==> src/rtl/core/hms_pkg.sv <==
// shared constants and types for the histogram mode shift block
package hms_pkg;

    // field and register widths
    localparam int SAMPLE_W  = 32;
    localparam int BW_W      = 8;
    localparam int LB_W      = 7;
    localparam int MODE_W    = 7;
    localparam int SHIFT_W   = 15;
    localparam int COUNT_W   = 9;
    localparam int CFG_IDX_W = 1;

    // saturating bin counter limit
    localparam logic [COUNT_W-1:0] COUNT_MAX = 9'd511;

    // register reset values
    localparam logic [BW_W-1:0] BIN_WIDTH_RESET = 8'd50;
    localparam logic [LB_W-1:0] LAST_BIN_RESET  = 7'd99;

    // configuration register indexes
    typedef enum logic [CFG_IDX_W-1:0] {
        CFG_BIN_WIDTH = 1'b0,
        CFG_LAST_BIN  = 1'b1
    } cfg_index_t;

    // phase tags that travel with each binned sample
    typedef struct packed {
        logic baseline;
        logic phase_end;
    } phase_flags_t;

endpackage

==> src/rtl/core/hms_front.sv <==
// front end: takes samples, divides by bin width one quotient bit per cycle, clips the bin
module hms_front import hms_pkg::*; #(
    parameter int NUM_BINS = 128
) (
    input  logic                        clk,
    input  logic                        rst_n,
    input  logic                        init_done,
    input  logic [BW_W-1:0]             bin_width,
    input  logic [LB_W-1:0]             last_bin,
    input  logic                        in_valid,
    output logic                        in_ready,
    input  logic [SAMPLE_W-1:0]         sample_time,
    input  logic                        baseline_phase,
    input  logic                        phase_end,
    output logic                        item_valid,
    input  logic                        item_ready,
    output logic [$clog2(NUM_BINS)-1:0] item_bin,
    output phase_flags_t                item_flags
);

    localparam int BIN_BITS = $clog2(NUM_BINS);
    localparam int STEP_W   = $clog2(BIN_BITS + 1);
    localparam int CW       = (BIN_BITS > LB_W) ? BIN_BITS : LB_W;
    localparam logic [STEP_W-1:0] LAST_STEP = STEP_W'(BIN_BITS - 1);
    localparam logic [CW-1:0]     TOP_BIN   = CW'(NUM_BINS - 1);

    typedef enum logic [2:0] {
        F_IDLE = 3'b001,
        F_DIV  = 3'b010,
        F_PUSH = 3'b100
    } front_state_t;

    front_state_t          state_reg, state_next;
    logic [BW_W-1:0]       rem_reg, rem_next;
    logic [BIN_BITS-1:0]   quot_reg, quot_next;
    logic [STEP_W-1:0]     step_reg, step_next;
    logic                  sat_reg, sat_next;
    phase_flags_t          flags_reg, flags_next;

    logic [BW_W:0]         trial;
    logic [BW_W:0]         trial_diff;
    logic                  trial_ge;
    logic [BIN_BITS:0]     quot_shift;
    logic                  over_range;
    logic [CW-1:0]         last_ext;
    logic [CW-1:0]         clip_ext;
    logic [BIN_BITS-1:0]   clip_bin;

    // clip bin is the smaller of last_bin and the top bin
    assign last_ext = CW'(last_bin);
    assign clip_ext = (last_ext > TOP_BIN) ? TOP_BIN : last_ext;
    assign clip_bin = clip_ext[BIN_BITS-1:0];

    // quotient of at least 2^BIN_BITS always clips; zero width lands here too
    assign over_range = (sample_time >> BIN_BITS) >= SAMPLE_W'(bin_width);

    // one restoring division step
    assign trial      = {rem_reg, quot_reg[BIN_BITS-1]};
    assign trial_ge   = trial >= {1'b0, bin_width};
    assign trial_diff = trial - {1'b0, bin_width};
    assign quot_shift = {quot_reg, trial_ge};

    assign in_ready   = (state_reg == F_IDLE) && init_done;
    assign item_valid = (state_reg == F_PUSH);
    assign item_flags = flags_reg;
    assign item_bin   = (sat_reg || (CW'(quot_reg) > clip_ext)) ? clip_bin : quot_reg;

    // next state
    always_comb
    begin
        state_next = state_reg;
        rem_next   = rem_reg;
        quot_next  = quot_reg;
        step_next  = step_reg;
        sat_next   = sat_reg;
        flags_next = flags_reg;
        unique case (state_reg)
            F_IDLE:
            begin
                if (in_valid && in_ready)
                begin
                    sat_next             = over_range;
                    rem_next             = sample_time[BIN_BITS +: BW_W];
                    quot_next            = sample_time[BIN_BITS-1:0];
                    step_next            = '0;
                    flags_next.baseline  = baseline_phase;
                    flags_next.phase_end = phase_end;
                    state_next           = over_range ? F_PUSH : F_DIV;
                end
            end
            F_DIV:
            begin
                rem_next  = trial_ge ? trial_diff[BW_W-1:0] : trial[BW_W-1:0];
                quot_next = quot_shift[BIN_BITS-1:0];
                step_next = step_reg + 1'b1;
                if (step_reg == LAST_STEP)
                begin
                    state_next = F_PUSH;
                end
            end
            F_PUSH:
            begin
                if (item_ready)
                begin
                    state_next = F_IDLE;
                end
            end
            default:
            begin
                state_next = F_IDLE;
            end
        endcase
    end

    // control state
    always_ff @(posedge clk or negedge rst_n)
    begin
        if (!rst_n)
        begin
            state_reg <= F_IDLE;
        end
        else
        begin
            state_reg <= state_next;
        end
    end

    // datapath registers
    always_ff @(posedge clk)
    begin
        rem_reg   <= rem_next;
        quot_reg  <= quot_next;
        step_reg  <= step_next;
        sat_reg   <= sat_next;
        flags_reg <= flags_next;
    end

endmodule

==> src/rtl/core/hms_queue.sv <==
// two-entry queue between the binning front end and the histogram back end
module hms_queue #(
    parameter int WIDTH = 9
) (
    input  logic             clk,
    input  logic             rst_n,
    input  logic             push_valid,
    output logic             push_ready,
    input  logic [WIDTH-1:0] push_data,
    output logic             pop_valid,
    input  logic             pop_ready,
    output logic [WIDTH-1:0] pop_data
);

    localparam int DEPTH = 2;

    logic [WIDTH-1:0] entry_reg [DEPTH];
    logic             wr_ptr_reg, wr_ptr_next;
    logic             rd_ptr_reg, rd_ptr_next;
    logic [1:0]       count_reg, count_next;
    logic             do_push;
    logic             do_pop;

    assign push_ready = (count_reg != 2'(DEPTH));
    assign pop_valid  = (count_reg != 2'd0);
    assign pop_data   = entry_reg[rd_ptr_reg];
    assign do_push    = push_valid && push_ready;
    assign do_pop     = pop_valid && pop_ready;

    // pointer and occupancy update
    always_comb
    begin
        wr_ptr_next = do_push ? ~wr_ptr_reg : wr_ptr_reg;
        rd_ptr_next = do_pop ? ~rd_ptr_reg : rd_ptr_reg;
        count_next  = count_reg + {1'b0, do_push} - {1'b0, do_pop};
    end

    always_ff @(posedge clk or negedge rst_n)
    begin
        if (!rst_n)
        begin
            wr_ptr_reg <= 1'b0;
            rd_ptr_reg <= 1'b0;
            count_reg  <= 2'd0;
        end
        else
        begin
            wr_ptr_reg <= wr_ptr_next;
            rd_ptr_reg <= rd_ptr_next;
            count_reg  <= count_next;
        end
    end

    // entry storage
    always_ff @(posedge clk)
    begin
        if (do_push)
        begin
            entry_reg[wr_ptr_reg] <= push_data;
        end
    end

endmodule

==> src/rtl/core/hms_back.sv <==
// back end: histogram memory, counter update, mode scan with clear, result register
module hms_back import hms_pkg::*; #(
    parameter int NUM_BINS = 128
) (
    input  logic                        clk,
    input  logic                        rst_n,
    input  logic [BW_W-1:0]             bin_width,
    input  logic                        item_valid,
    output logic                        item_ready,
    input  logic [$clog2(NUM_BINS)-1:0] item_bin,
    input  phase_flags_t                item_flags,
    output logic                        init_done,
    output logic                        out_valid,
    input  logic                        out_ready,
    output logic [SHIFT_W-1:0]          mode_shift,
    output logic [MODE_W-1:0]           measured_mode_bin,
    output logic [MODE_W-1:0]           baseline_mode_bin
);

    localparam int BIN_BITS = $clog2(NUM_BINS);
    localparam int CW       = (BIN_BITS > MODE_W) ? BIN_BITS : MODE_W;
    localparam logic [BIN_BITS-1:0] LAST_IDX = BIN_BITS'(NUM_BINS - 1);

    typedef enum logic [6:0] {
        B_CLEAR  = 7'b0000001,
        B_IDLE   = 7'b0000010,
        B_READ   = 7'b0000100,
        B_UPDATE = 7'b0001000,
        B_SCAN   = 7'b0010000,
        B_TAIL   = 7'b0100000,
        B_FINISH = 7'b1000000
    } back_state_t;

    logic [COUNT_W-1:0]  count_mem [NUM_BINS];
    logic [COUNT_W-1:0]  rd_data_reg;
    logic                mem_we;
    logic [BIN_BITS-1:0] mem_addr;
    logic [COUNT_W-1:0]  mem_wd;

    back_state_t         state_reg, state_next;
    logic [BIN_BITS-1:0] idx_reg, idx_next;
    logic [BIN_BITS-1:0] bin_reg, bin_next;
    phase_flags_t        flags_reg, flags_next;
    logic                cmp_valid_reg, cmp_valid_next;
    logic [BIN_BITS-1:0] cmp_idx_reg, cmp_idx_next;
    logic [BIN_BITS-1:0] best_reg, best_next;
    logic [COUNT_W-1:0]  best_cnt_reg, best_cnt_next;
    logic [MODE_W-1:0]   measured_reg, measured_next;
    logic                out_valid_reg, out_valid_next;
    logic [SHIFT_W-1:0]  shift_reg, shift_next;
    logic [MODE_W-1:0]   meas_out_reg, meas_out_next;
    logic [MODE_W-1:0]   base_out_reg, base_out_next;

    logic [CW-1:0]       best_ext;
    logic [MODE_W-1:0]   best_mode;
    logic [MODE_W-1:0]   mode_diff;
    logic [SHIFT_W-1:0]  shift_value;
    logic                out_free;

    // mode of the finished scan, scaled difference against the stored measured mode
    assign best_ext    = CW'(best_reg);
    assign best_mode   = best_ext[MODE_W-1:0];
    assign mode_diff   = measured_reg - best_mode;
    assign shift_value = (measured_reg >= best_mode)
                       ? SHIFT_W'(mode_diff) * SHIFT_W'(bin_width) : '0;
    assign out_free    = !out_valid_reg || out_ready;

    assign init_done         = (state_reg != B_CLEAR);
    assign item_ready        = (state_reg == B_IDLE);
    assign out_valid         = out_valid_reg;
    assign mode_shift        = shift_reg;
    assign measured_mode_bin = meas_out_reg;
    assign baseline_mode_bin = base_out_reg;

    // sequencer and memory port control
    always_comb
    begin
        state_next     = state_reg;
        idx_next       = idx_reg;
        bin_next       = bin_reg;
        flags_next     = flags_reg;
        cmp_valid_next = 1'b0;
        cmp_idx_next   = idx_reg;
        best_next      = best_reg;
        best_cnt_next  = best_cnt_reg;
        measured_next  = measured_reg;
        out_valid_next = out_valid_reg && !out_ready;
        shift_next     = shift_reg;
        meas_out_next  = meas_out_reg;
        base_out_next  = base_out_reg;
        mem_we         = 1'b0;
        mem_addr       = idx_reg;
        mem_wd         = '0;

        // running maximum, strictly greater keeps the first bin
        if (cmp_valid_reg && (rd_data_reg > best_cnt_reg))
        begin
            best_next     = cmp_idx_reg;
            best_cnt_next = rd_data_reg;
        end

        unique case (state_reg)
            B_CLEAR:
            begin
                mem_we   = 1'b1;
                idx_next = idx_reg + 1'b1;
                if (idx_reg == LAST_IDX)
                begin
                    state_next = B_IDLE;
                end
            end
            B_IDLE:
            begin
                if (item_valid)
                begin
                    bin_next   = item_bin;
                    flags_next = item_flags;
                    state_next = B_READ;
                end
            end
            B_READ:
            begin
                mem_addr   = bin_reg;
                state_next = B_UPDATE;
            end
            B_UPDATE:
            begin
                mem_we   = 1'b1;
                mem_addr = bin_reg;
                mem_wd   = (rd_data_reg == COUNT_MAX) ? COUNT_MAX : rd_data_reg + 1'b1;
                if (flags_reg.phase_end)
                begin
                    idx_next      = '0;
                    best_next     = '0;
                    best_cnt_next = '0;
                    state_next    = B_SCAN;
                end
                else
                begin
                    state_next = B_IDLE;
                end
            end
            B_SCAN:
            begin
                // read each bin and clear it behind the read
                mem_we         = 1'b1;
                cmp_valid_next = 1'b1;
                idx_next       = idx_reg + 1'b1;
                if (idx_reg == LAST_IDX)
                begin
                    state_next = B_TAIL;
                end
            end
            B_TAIL:
            begin
                state_next = B_FINISH;
            end
            B_FINISH:
            begin
                if (!flags_reg.baseline)
                begin
                    measured_next = best_mode;
                    state_next    = B_IDLE;
                end
                else if (out_free)
                begin
                    out_valid_next = 1'b1;
                    shift_next     = shift_value;
                    meas_out_next  = measured_reg;
                    base_out_next  = best_mode;
                    state_next     = B_IDLE;
                end
            end
            default:
            begin
                state_next = B_IDLE;
            end
        endcase
    end

    // control state
    always_ff @(posedge clk or negedge rst_n)
    begin
        if (!rst_n)
        begin
            state_reg     <= B_CLEAR;
            idx_reg       <= '0;
            cmp_valid_reg <= 1'b0;
            measured_reg  <= '0;
            out_valid_reg <= 1'b0;
        end
        else
        begin
            state_reg     <= state_next;
            idx_reg       <= idx_next;
            cmp_valid_reg <= cmp_valid_next;
            measured_reg  <= measured_next;
            out_valid_reg <= out_valid_next;
        end
    end

    // datapath registers
    always_ff @(posedge clk)
    begin
        bin_reg      <= bin_next;
        flags_reg    <= flags_next;
        cmp_idx_reg  <= cmp_idx_next;
        best_reg     <= best_next;
        best_cnt_reg <= best_cnt_next;
        shift_reg    <= shift_next;
        meas_out_reg <= meas_out_next;
        base_out_reg <= base_out_next;
    end

    // histogram memory, registered read, old data on same-address write
    always_ff @(posedge clk)
    begin
        if (mem_we)
        begin
            count_mem[mem_addr] <= mem_wd;
        end
        rd_data_reg <= count_mem[mem_addr];
    end

endmodule

==> src/rtl/core/histogram_mode_shift.sv <==
// Histogram mode shift: each sample_time is divided by bin_width, clipped to
// min(last_bin, NUM_BINS-1) and counted (saturating at 511) into a NUM_BINS-entry
// histogram. The sample with phase_end set closes its phase: all bins are scanned
// for the first bin with the greatest count and cleared. A measured phase stores
// its mode; a baseline phase gives one result with (measured - baseline) *
// bin_width, or zero if negative. The front end divides one quotient bit per
// cycle; the back end reads a bin counter, then writes it back incremented, and a
// phase end adds the scan over the single memory port, a tail state and a finish
// state that waits for a free result register on a baseline close. A two-entry
// queue lets the two ends overlap. After reset the back end clears the histogram
// memory and takes no sample until that pass is done; configuration writes are
// taken at any time and cfg_ready is always high.
module histogram_mode_shift import hms_pkg::*; #(
    parameter int NUM_BINS = 128
) (
    input  logic                 clk,
    input  logic                 rst_n,
    input  logic                 cfg_valid,
    output logic                 cfg_ready,
    input  logic [CFG_IDX_W-1:0] cfg_index,
    input  logic [BW_W-1:0]      cfg_data,
    input  logic                 in_valid,
    output logic                 in_ready,
    input  logic [SAMPLE_W-1:0]  sample_time,
    input  logic                 baseline_phase,
    input  logic                 phase_end,
    output logic                 out_valid,
    input  logic                 out_ready,
    output logic [SHIFT_W-1:0]   mode_shift,
    output logic [MODE_W-1:0]    measured_mode_bin,
    output logic [MODE_W-1:0]    baseline_mode_bin
);

    localparam int BIN_BITS = $clog2(NUM_BINS);
    localparam int ITEM_W   = BIN_BITS + $bits(phase_flags_t);

    logic [BW_W-1:0]     bin_width_reg, bin_width_next;
    logic [LB_W-1:0]     last_bin_reg, last_bin_next;
    logic                init_done;

    logic                front_valid;
    logic                front_ready;
    logic [BIN_BITS-1:0] front_bin;
    phase_flags_t        front_flags;
    logic                back_valid;
    logic                back_ready;
    logic [ITEM_W-1:0]   back_item;
    logic [BIN_BITS-1:0] back_bin;
    phase_flags_t        back_flags;

    assign cfg_ready = 1'b1;

    // configuration registers
    always_comb
    begin
        bin_width_next = bin_width_reg;
        last_bin_next  = last_bin_reg;
        if (cfg_valid && cfg_ready)
        begin
            unique case (cfg_index_t'(cfg_index))
                CFG_BIN_WIDTH: bin_width_next = cfg_data;
                CFG_LAST_BIN:  last_bin_next  = cfg_data[LB_W-1:0];
                default:       bin_width_next = bin_width_reg;
            endcase
        end
    end

    always_ff @(posedge clk or negedge rst_n)
    begin
        if (!rst_n)
        begin
            bin_width_reg <= BIN_WIDTH_RESET;
            last_bin_reg  <= LAST_BIN_RESET;
        end
        else
        begin
            bin_width_reg <= bin_width_next;
            last_bin_reg  <= last_bin_next;
        end
    end

    // binning front end
    hms_front #(
        .NUM_BINS (NUM_BINS)
    ) u_front (
        .clk            (clk),
        .rst_n          (rst_n),
        .init_done      (init_done),
        .bin_width      (bin_width_reg),
        .last_bin       (last_bin_reg),
        .in_valid       (in_valid),
        .in_ready       (in_ready),
        .sample_time    (sample_time),
        .baseline_phase (baseline_phase),
        .phase_end      (phase_end),
        .item_valid     (front_valid),
        .item_ready     (front_ready),
        .item_bin       (front_bin),
        .item_flags     (front_flags)
    );

    // decoupling queue
    hms_queue #(
        .WIDTH (ITEM_W)
    ) u_queue (
        .clk        (clk),
        .rst_n      (rst_n),
        .push_valid (front_valid),
        .push_ready (front_ready),
        .push_data  ({front_flags, front_bin}),
        .pop_valid  (back_valid),
        .pop_ready  (back_ready),
        .pop_data   (back_item)
    );

    assign back_bin   = back_item[BIN_BITS-1:0];
    assign back_flags = phase_flags_t'(back_item[ITEM_W-1:BIN_BITS]);

    // histogram back end
    hms_back #(
        .NUM_BINS (NUM_BINS)
    ) u_back (
        .clk               (clk),
        .rst_n             (rst_n),
        .bin_width         (bin_width_reg),
        .item_valid        (back_valid),
        .item_ready        (back_ready),
        .item_bin          (back_bin),
        .item_flags        (back_flags),
        .init_done         (init_done),
        .out_valid         (out_valid),
        .out_ready         (out_ready),
        .mode_shift        (mode_shift),
        .measured_mode_bin (measured_mode_bin),
        .baseline_mode_bin (baseline_mode_bin)
    );

endmodule

==> config.mk <==
export PLATFORM = sky130hd
export DESIGN_NAME = histogram_mode_shift
export DESIGN_NICKNAME = d
export VERILOG_FILES = /design/src/rtl/core/hms_pkg.sv /design/src/rtl/core/hms_front.sv /design/src/rtl/core/hms_queue.sv /design/src/rtl/core/hms_back.sv /design/src/rtl/core/histogram_mode_shift.sv
export SDC_FILE = /design/constraint.sdc
export NUM_CORES = 1
export LEC_CHECK = 0
export ABC_AREA = 1
export BUFFER_PORTS_ARGS = -buffer_cell sky130_fd_sc_hd__buf_2
export CAP_MARGIN = 20
export CORE_MARGIN = 3
export CORE_UTILIZATION = 40
export CTS_BUF_LIST = sky130_fd_sc_hd__clkbuf_16
export CTS_CLUSTER_DIAMETER = 50
export DETAILED_ROUTE_END_ITERATION = 7
export GPL_TIMING_DRIVEN = 0
export PLACE_DENSITY = 0.56
export SYNTH_ARGS = -nofsm -noshare
export SYNTH_HDL_FRONTEND = slang
export SYNTH_SLANG_ARGS = --single-unit
==> constraint.sdc <==
create_clock -name clk -period 6.9 [get_ports clk]
set_clock_uncertainty 0.2 [all_clocks]
set_input_delay 0.345 -clock clk [delete_from_list [all_inputs] [get_ports clk]]
set_output_delay 0.345 -clock clk [all_outputs]
set_load 0.01 [all_outputs]
==> results of run 1 <==
[cell usage in the layout, fill, tap and decap left out, types with 41 or more instances in the layout]
cell / Yosys / routed
sky130_fd_sc_hd__nand2_1: 1545 / 1545
sky130_fd_sc_hd__inv_1: 1264 / 1296
sky130_fd_sc_hd__edfxtp_1: 1229 / 1229
sky130_fd_sc_hd__nand3_1: 564 / 564
sky130_fd_sc_hd__nor2_1: 300 / 298
sky130_fd_sc_hd__buf_2: 167 / 245
sky130_fd_sc_hd__clkbuf_16: 0 / 156
sky130_fd_sc_hd__nand4_1: 95 / 95
sky130_fd_sc_hd__o21ai_0: 94 / 94
sky130_fd_sc_hd__ha_1: 78 / 78
sky130_fd_sc_hd__a21oi_1: 68 / 61
sky130_fd_sc_hd__o211ai_1: 41 / 41
[per-stage QoR]
| stage | hold slack, ns | cells | setup slack [ns] |
|---|---|---|---|
| floorplan | -0.151 | 5793 | 1.12 |
| global placement | 0.158 | 7788 | -6.47 |
| detailed placement | 0.160 | 7828 | 0.868 |
| CTS | 0.0209 | 8142 | 0.828 |
| global route | 0.0637 | 8147 | 0.404 |
| finish | 0.0869 | 8151 | 0.838 |
[routing by layer]
| metal | global-route usage | part of all wire |
|---|---|---|
| met1 | 0.304 | 0.43 |
| met2 | 0.365 | 0.46 |
| met3 | 0.0384 | 0.070 |
| met4 | 0.0927 | 0.042 |
| met5 | 0 | 0 |
[logic make-up (layout without fill, tap and decap cells)]
| family | after synthesis | after routing | synth area share |
|---|---|---|---|
| DFF | 1306 | 1306 | 0.657 |
| buffers and inverters | 1509 | 1946 | 0.103 |
| adders and majority gates | 109 | 109 | 0.0271 |
| xor gates and xnor gates | 26 | 26 | 0.00387 |
| muxes | 9 | 9 | 0.00172 |
| and+or+nand+nor | 2569 | 2569 | 0.183 |
| AOI/OAI and AO/OA | 264 | 264 | 0.0253 |
| other | 1 | 5 | 0.0000637 |
[final timing paths]
kind,start,to,cells past startpoint
min in group asynchronous,rst_n,bin_width_reg[0],3
worst min register to register,u_back.cmp_idx_next[2],u_back.cmp_idx_reg[2],0
worst max-delay path,u_back.measured_reg[0],u_back.mode_shift[13],28
max in group asynchronous,rst_n,last_bin_reg[6],4
worst max register to register,u_back.measured_reg[0],u_back.mode_shift[13],28
worst min-delay path,phase_end,u_front.item_flags[0],2
[worst reg2reg max path: cells and delay by family (launching register included)]
kind	cells	cell delay, ns
AOI/OAI and AO/OA	9	1.24
buffers and inverters	6	0.42
and+or+nand+nor	6	0.72
DFF	1	0.39
adders and majority gates	7	2.85
[cell type report]
type	count	area, um2
Tap cell	1917	2400
Inverter	1275	4790
Fill cell	13400	77900
Sequential cell	1306	38700
Timing Repair Buffer	162	1770
Clock buffer	156	3900
Buffer	234	1260
Multi-Input combinational cell	2978	14300
Antenna cell	4	10.0
Clock inverter	119	882
[power by group through the flow]
stage	Sequential (mW)	Combinational, mW	Clock (mW)
2_1_floorplan	9.34	8.06	0
3_3_place_gp	9.47	13.5	0
3_5_place_dp	9.35	13.7	0
4_1_cts	9.19	13.8	7.77
5_1_grt	9.21	15.1	8.10
6_report	9.19	13.9	7.66
==> impl_metrics.toml, run 1 <==
[layout]
num-nets-final = 6265
design_area_um2 = 68000
largest_register_ffs = 1152
post_route_cells_drive_above_1_share = 0.0998
syn_to_final_growth_pct = 15.4
final_core_utilization = 0.466

[detailed_routing]
num_vias = 40200
drt_first_pass_iters = 6
route.detailed.drc = 0
detail_route.wirelength_um = 173000
drt.antenna.violating_nets = 0
drtIter0Drc = 3750
vias_per_cell = 4.93
routedWlPerCell_um = 21.2

[cts]
ctsHoldBuffers = 39
tritoncts = "done"
insertion_delay_ns = 0.79
cts_max_level = 4
root_buffer = "sky130_fd_sc_hd__clkbuf_16"
cts_buffers = 151
clockBufferDepth = 3
clkSinkCount = 1306
clk_transition_reported_paths_ns = 0.06
cts_resized = 0
post-cts-setup-buffers = 0

[sta]
number_of_failing_setup_endpoints_in_the_final_timing_report = 0
max_slew_margin = 0.253
max_slew_violations = 0
rsz0062_at_grt = "no"
tightest_slew_ns = 1.12
finalCriticalPeriod_ns = 6.06
fin_setup_tns_ns = 0
final-hold-violation-count = 0
maxClockFrequency_mhz = 165
timing.final.crit_share = 0.879

[floorplanning]
core_area_um2 = 146000
die_h_um = 390
fp.dieArea_um2 = 152000
rows = 140
floorplan.io_pins = 80
initial_core_util = 0.404
chipWidth_um = 390

[global_routing]
grt_antenna_before_repair = 0
grt_remaining_overflow = 0
grt_start_max_net_pins = 70
grtUsageTotal = 0.226
grt_first_pass_wirelength_um = 251000
grt_pass1_vias = 38100

[synth]
ys_ff_latch = 1306
post_synth_num_cell_types = 48
primary_flip_flop_cell_chosen_by_synthesis_mapping = "sky130_fd_sc_hd__edfxtp_1"
syn-mean-instance-area_um2 = 10.2
synth_enable_flop_cells = 1229
ys_seq_area_frac = 0.657
most_frequent_cell_after_synthesis = "sky130_fd_sc_hd__nand2_1"
netlist_top_cells_count = "1,545 x sky130_fd_sc_hd__nand2_1, 1,264 x sky130_fd_sc_hd__inv_1, 1,229 x sky130_fd_sc_hd__edfxtp_1"
yosys-top-cells-area = "sky130_fd_sc_hd__edfxtp_1 63%, sky130_fd_sc_hd__nand2_1 9.8%, sky130_fd_sc_hd__inv_1 8.1%"
synth.net_count = 5950
synth_largest_area_cell = "sky130_fd_sc_hd__edfxtp_1"
mappedNetlistArea_um2 = 58900
synth_largest_type_area_fraction = 0.626
synthCells = 5793
yosysWarnings = 0
share_of_synthesized_registers_carrying_an_async_set_or_reset = 0.0345

[worst_setup_path]
critical-path-slowest-cell = "sky130_fd_sc_hd__fa_1"
slowest_delay_ns = 0.51
worst_path_dominant_cell_family = "adder cells"
startpoint_type = "flop"
path_buf_inv = 6
crit_type = "flop to flop"
crit_arrival_ns = 6.39
critPathMostFrequentCell = "sky130_fd_sc_hd__inv_1"
setup.reg_to_reg.worst_slack_ns = 0.84
cp_required_ns = 7.23
maximum_fanout_encountered_on_the_critical_timing_path = 6
type_of_destination_of_the_critical_path = "flop"

[pwr]
combinationalPowerShare = 0.453
seq_power_share = 0.299
net_switching_power_of_the_design_mw = 13.6
power_dens_cells_nw_per_um2 = 453
leakagePower_nw = 29.9
power.ir.vdd_worst_mv = 0.319
power_report.internal_total_mw = 17.2
swShare = 0.441
pwr-share-clk = 0.249
design_power_total_mw = 30.8

[job]
timing.max_cap.violations = 0

[worst_hold_path]
timing.hold.worst.class = "input port to flop"

[place]
port-buffer-count = 78
hpwlAfterDp_um = 122000
postPlaceCellArea_um2 = 62700
gp_congestion = 0.947

[run_status]
status = "complete, no violations"
(Power assumes the default switching activity.)
==> run 2: changes to the inputs <==
--- a/config.mk
+++ b/config.mk
@@ -13,8 +13,8 @@
 export CTS_BUF_LIST = sky130_fd_sc_hd__clkbuf_16
 export CTS_CLUSTER_DIAMETER = 50
 export DETAILED_ROUTE_END_ITERATION = 7
-export GPL_TIMING_DRIVEN = 0
 export PLACE_DENSITY = 0.56
+export SLEW_MARGIN = 0
 export SYNTH_ARGS = -nofsm -noshare
 export SYNTH_HDL_FRONTEND = slang
 export SYNTH_SLANG_ARGS = --single-unit
==> impl_metrics.toml, run 2 (synthesis gave the netlist of run 1 again) <==
[sta]
final-hold-violation-count = 0
max_slew_violations = 0
timing.final.crit_share = 0.848
number_of_failing_setup_endpoints_in_the_final_timing_report = 0
max_slew_margin = 0.224
tightest_slew_ns = 1.16
maxClockFrequency_mhz = 171
finalCriticalPeriod_ns = 5.85
fin_setup_tns_ns = 0
rsz0062_at_grt = "no"

[pwr]
design_power_total_mw = 28.6
leakagePower_nw = 28.8
power.ir.vdd_worst_mv = 0.768
power_dens_cells_nw_per_um2 = 431

[worst_setup_path]
maximum_fanout_encountered_on_the_critical_timing_path = 6
critical-path-slowest-cell = "sky130_fd_sc_hd__fa_1"
rr_worst_depth = 28
type_of_destination_of_the_critical_path = "flop"
startpoint_type = "flop"
r2r_path_end = "u_back.mode_shift[14]"
worst_path_dominant_cell_family = "adder cells"
worst_r2r_startpoint = "u_back.measured_reg[0]"
cp_required_ns = 7.30
setup.reg_to_reg.worst_slack_ns = 1.05
critPathMostFrequentCell = "sky130_fd_sc_hd__inv_1"
crit_arrival_ns = 6.25
crit_type = "flop to flop"
timing.critical_path.depth = 28
path_buf_inv = 6
slowest_delay_ns = 0.49

[worst_hold_path]
timing.hold.worst.class = "input port to flop"
hold_depth = 2
hold_path.startpoint = "baseline_phase"
hold_path_end = "u_front.item_flags[1]"

[place]
port-buffer-count = 78
gp_congestion = 0.845
hpwlAfterDp_um = 87000

[cts]
cts_resized = 0
root_buffer = "sky130_fd_sc_hd__clkbuf_16"
cts_max_level = 4
post-cts-setup-buffers = 0
tritoncts = "done"
cts_buffers = 153
clockBufferDepth = 3
ctsHoldBuffers = 41
insertion_delay_ns = 0.77
clk_transition_reported_paths_ns = 0.06
clkSinkCount = 1306

[run_status]
status = "complete, no violations"

[global_routing]
grt_antenna_before_repair = 1
grt_remaining_overflow = 0
grt_first_pass_wirelength_um = 227000
grtUsageTotal = 0.195
grt_start_max_net_pins = 197
grt_pass1_vias = 36800

[floorplanning]
die_h_um = 390
initial_core_util = 0.404
rows = 140
fp.dieArea_um2 = 152000
core_area_um2 = 146000
chipWidth_um = 390
floorplan.io_pins = 80

[layout]
largest_register_ffs = 1152
post_route_cells_drive_above_1_share = 0.0693
diodes = 0
syn_to_final_growth_pct = 12.5
num-nets-final = 6040
most_frequent_cells_in_the_layout = "1,545 x sky130_fd_sc_hd__nand2_1, 1,304 x sky130_fd_sc_hd__inv_1, 1,229 x sky130_fd_sc_hd__edfxtp_1, 564 x sky130_fd_sc_hd__nand3_1, 293 x sky130_fd_sc_hd__nor2_1"
most_common_cell_after_layout_fill_and_taps_aside = "sky130_fd_sc_hd__nand2_1"
final_core_utilization = 0.454

[detailed_routing]
detail_route.wirelength_um = 148000
route.detailed.drc = 0
drt.antenna.violating_nets = 0
num_vias = 38200
drt_first_pass_iters = 6
routedWlPerCell_um = 18.7
vias_per_cell = 4.82
drtIter0Drc = 3171

[job]
timing.max_cap.violations = 0
run 2: cell types whose count changed in the layout (fill, tap and decap cells not counted), moves of 8 or more:
cell,before,now
sky130_fd_sc_hd__buf_12,22,7
sky130_fd_sc_hd__inv_1,1296,1304
sky130_fd_sc_hd__buf_4,29,41
sky130_fd_sc_hd__buf_6,12,1
sky130_fd_sc_hd__clkbuf_1,24,0
sky130_fd_sc_hd__buf_16,18,1
sky130_fd_sc_hd__buf_2,245,78
run 2: power breakdown:
part	switching [mW]	internal (mW)
sequential	0.159	9.05
combinational	8.37	3.31
clock	3.22	4.45
run 2: routing by layer:
layer,part of all wire,GRT usage
met1,0.45,0.267
met2,0.47,0.318
met3,0.057,0.0298
met4,0.032,0.0694
met5,0,0
run 2: how the worst max path moves through the flow:
stage | from | end | slack (ns)
floorplan | u_back.rd_data_reg[0] | u_back.count_mem[0][6] | 1.12
global placement | u_back.measured_reg[0] | u_back.mode_shift[13] | 1.02
detailed placement | u_back.measured_reg[0] | u_back.mode_shift[13] | 1.06
CTS | u_back.measured_reg[0] | u_back.mode_shift[14] | 1.03
global route | u_back.measured_reg[0] | u_back.mode_shift[14] | 0.59
finish | u_back.measured_reg[0] | u_back.mode_shift[14] | 1.05
run 2: layout make-up:
cell class,instances,area (um2)
fill,13500,79600
clock inverter,120,875
clock buffer,156,3900
inverter,1275,4790
tap,1917,2400
timing repair buffer,169,1290
multi-input combinational,2978,14300
sequential,1306,38700
run 2: through the flow:
step	hold slack (ns)	instance area, um2	instances	setup slack [ns]
floorplan	-0.151	58900	5793	1.12
global route	0.110	66300	7921	0.591
global placement	0.211	61000	7601	1.02
CTS	0.0658	66200	7918	1.03
finish	0.137	66300	7921	1.05
detailed placement	0.215	61000	7601	1.06
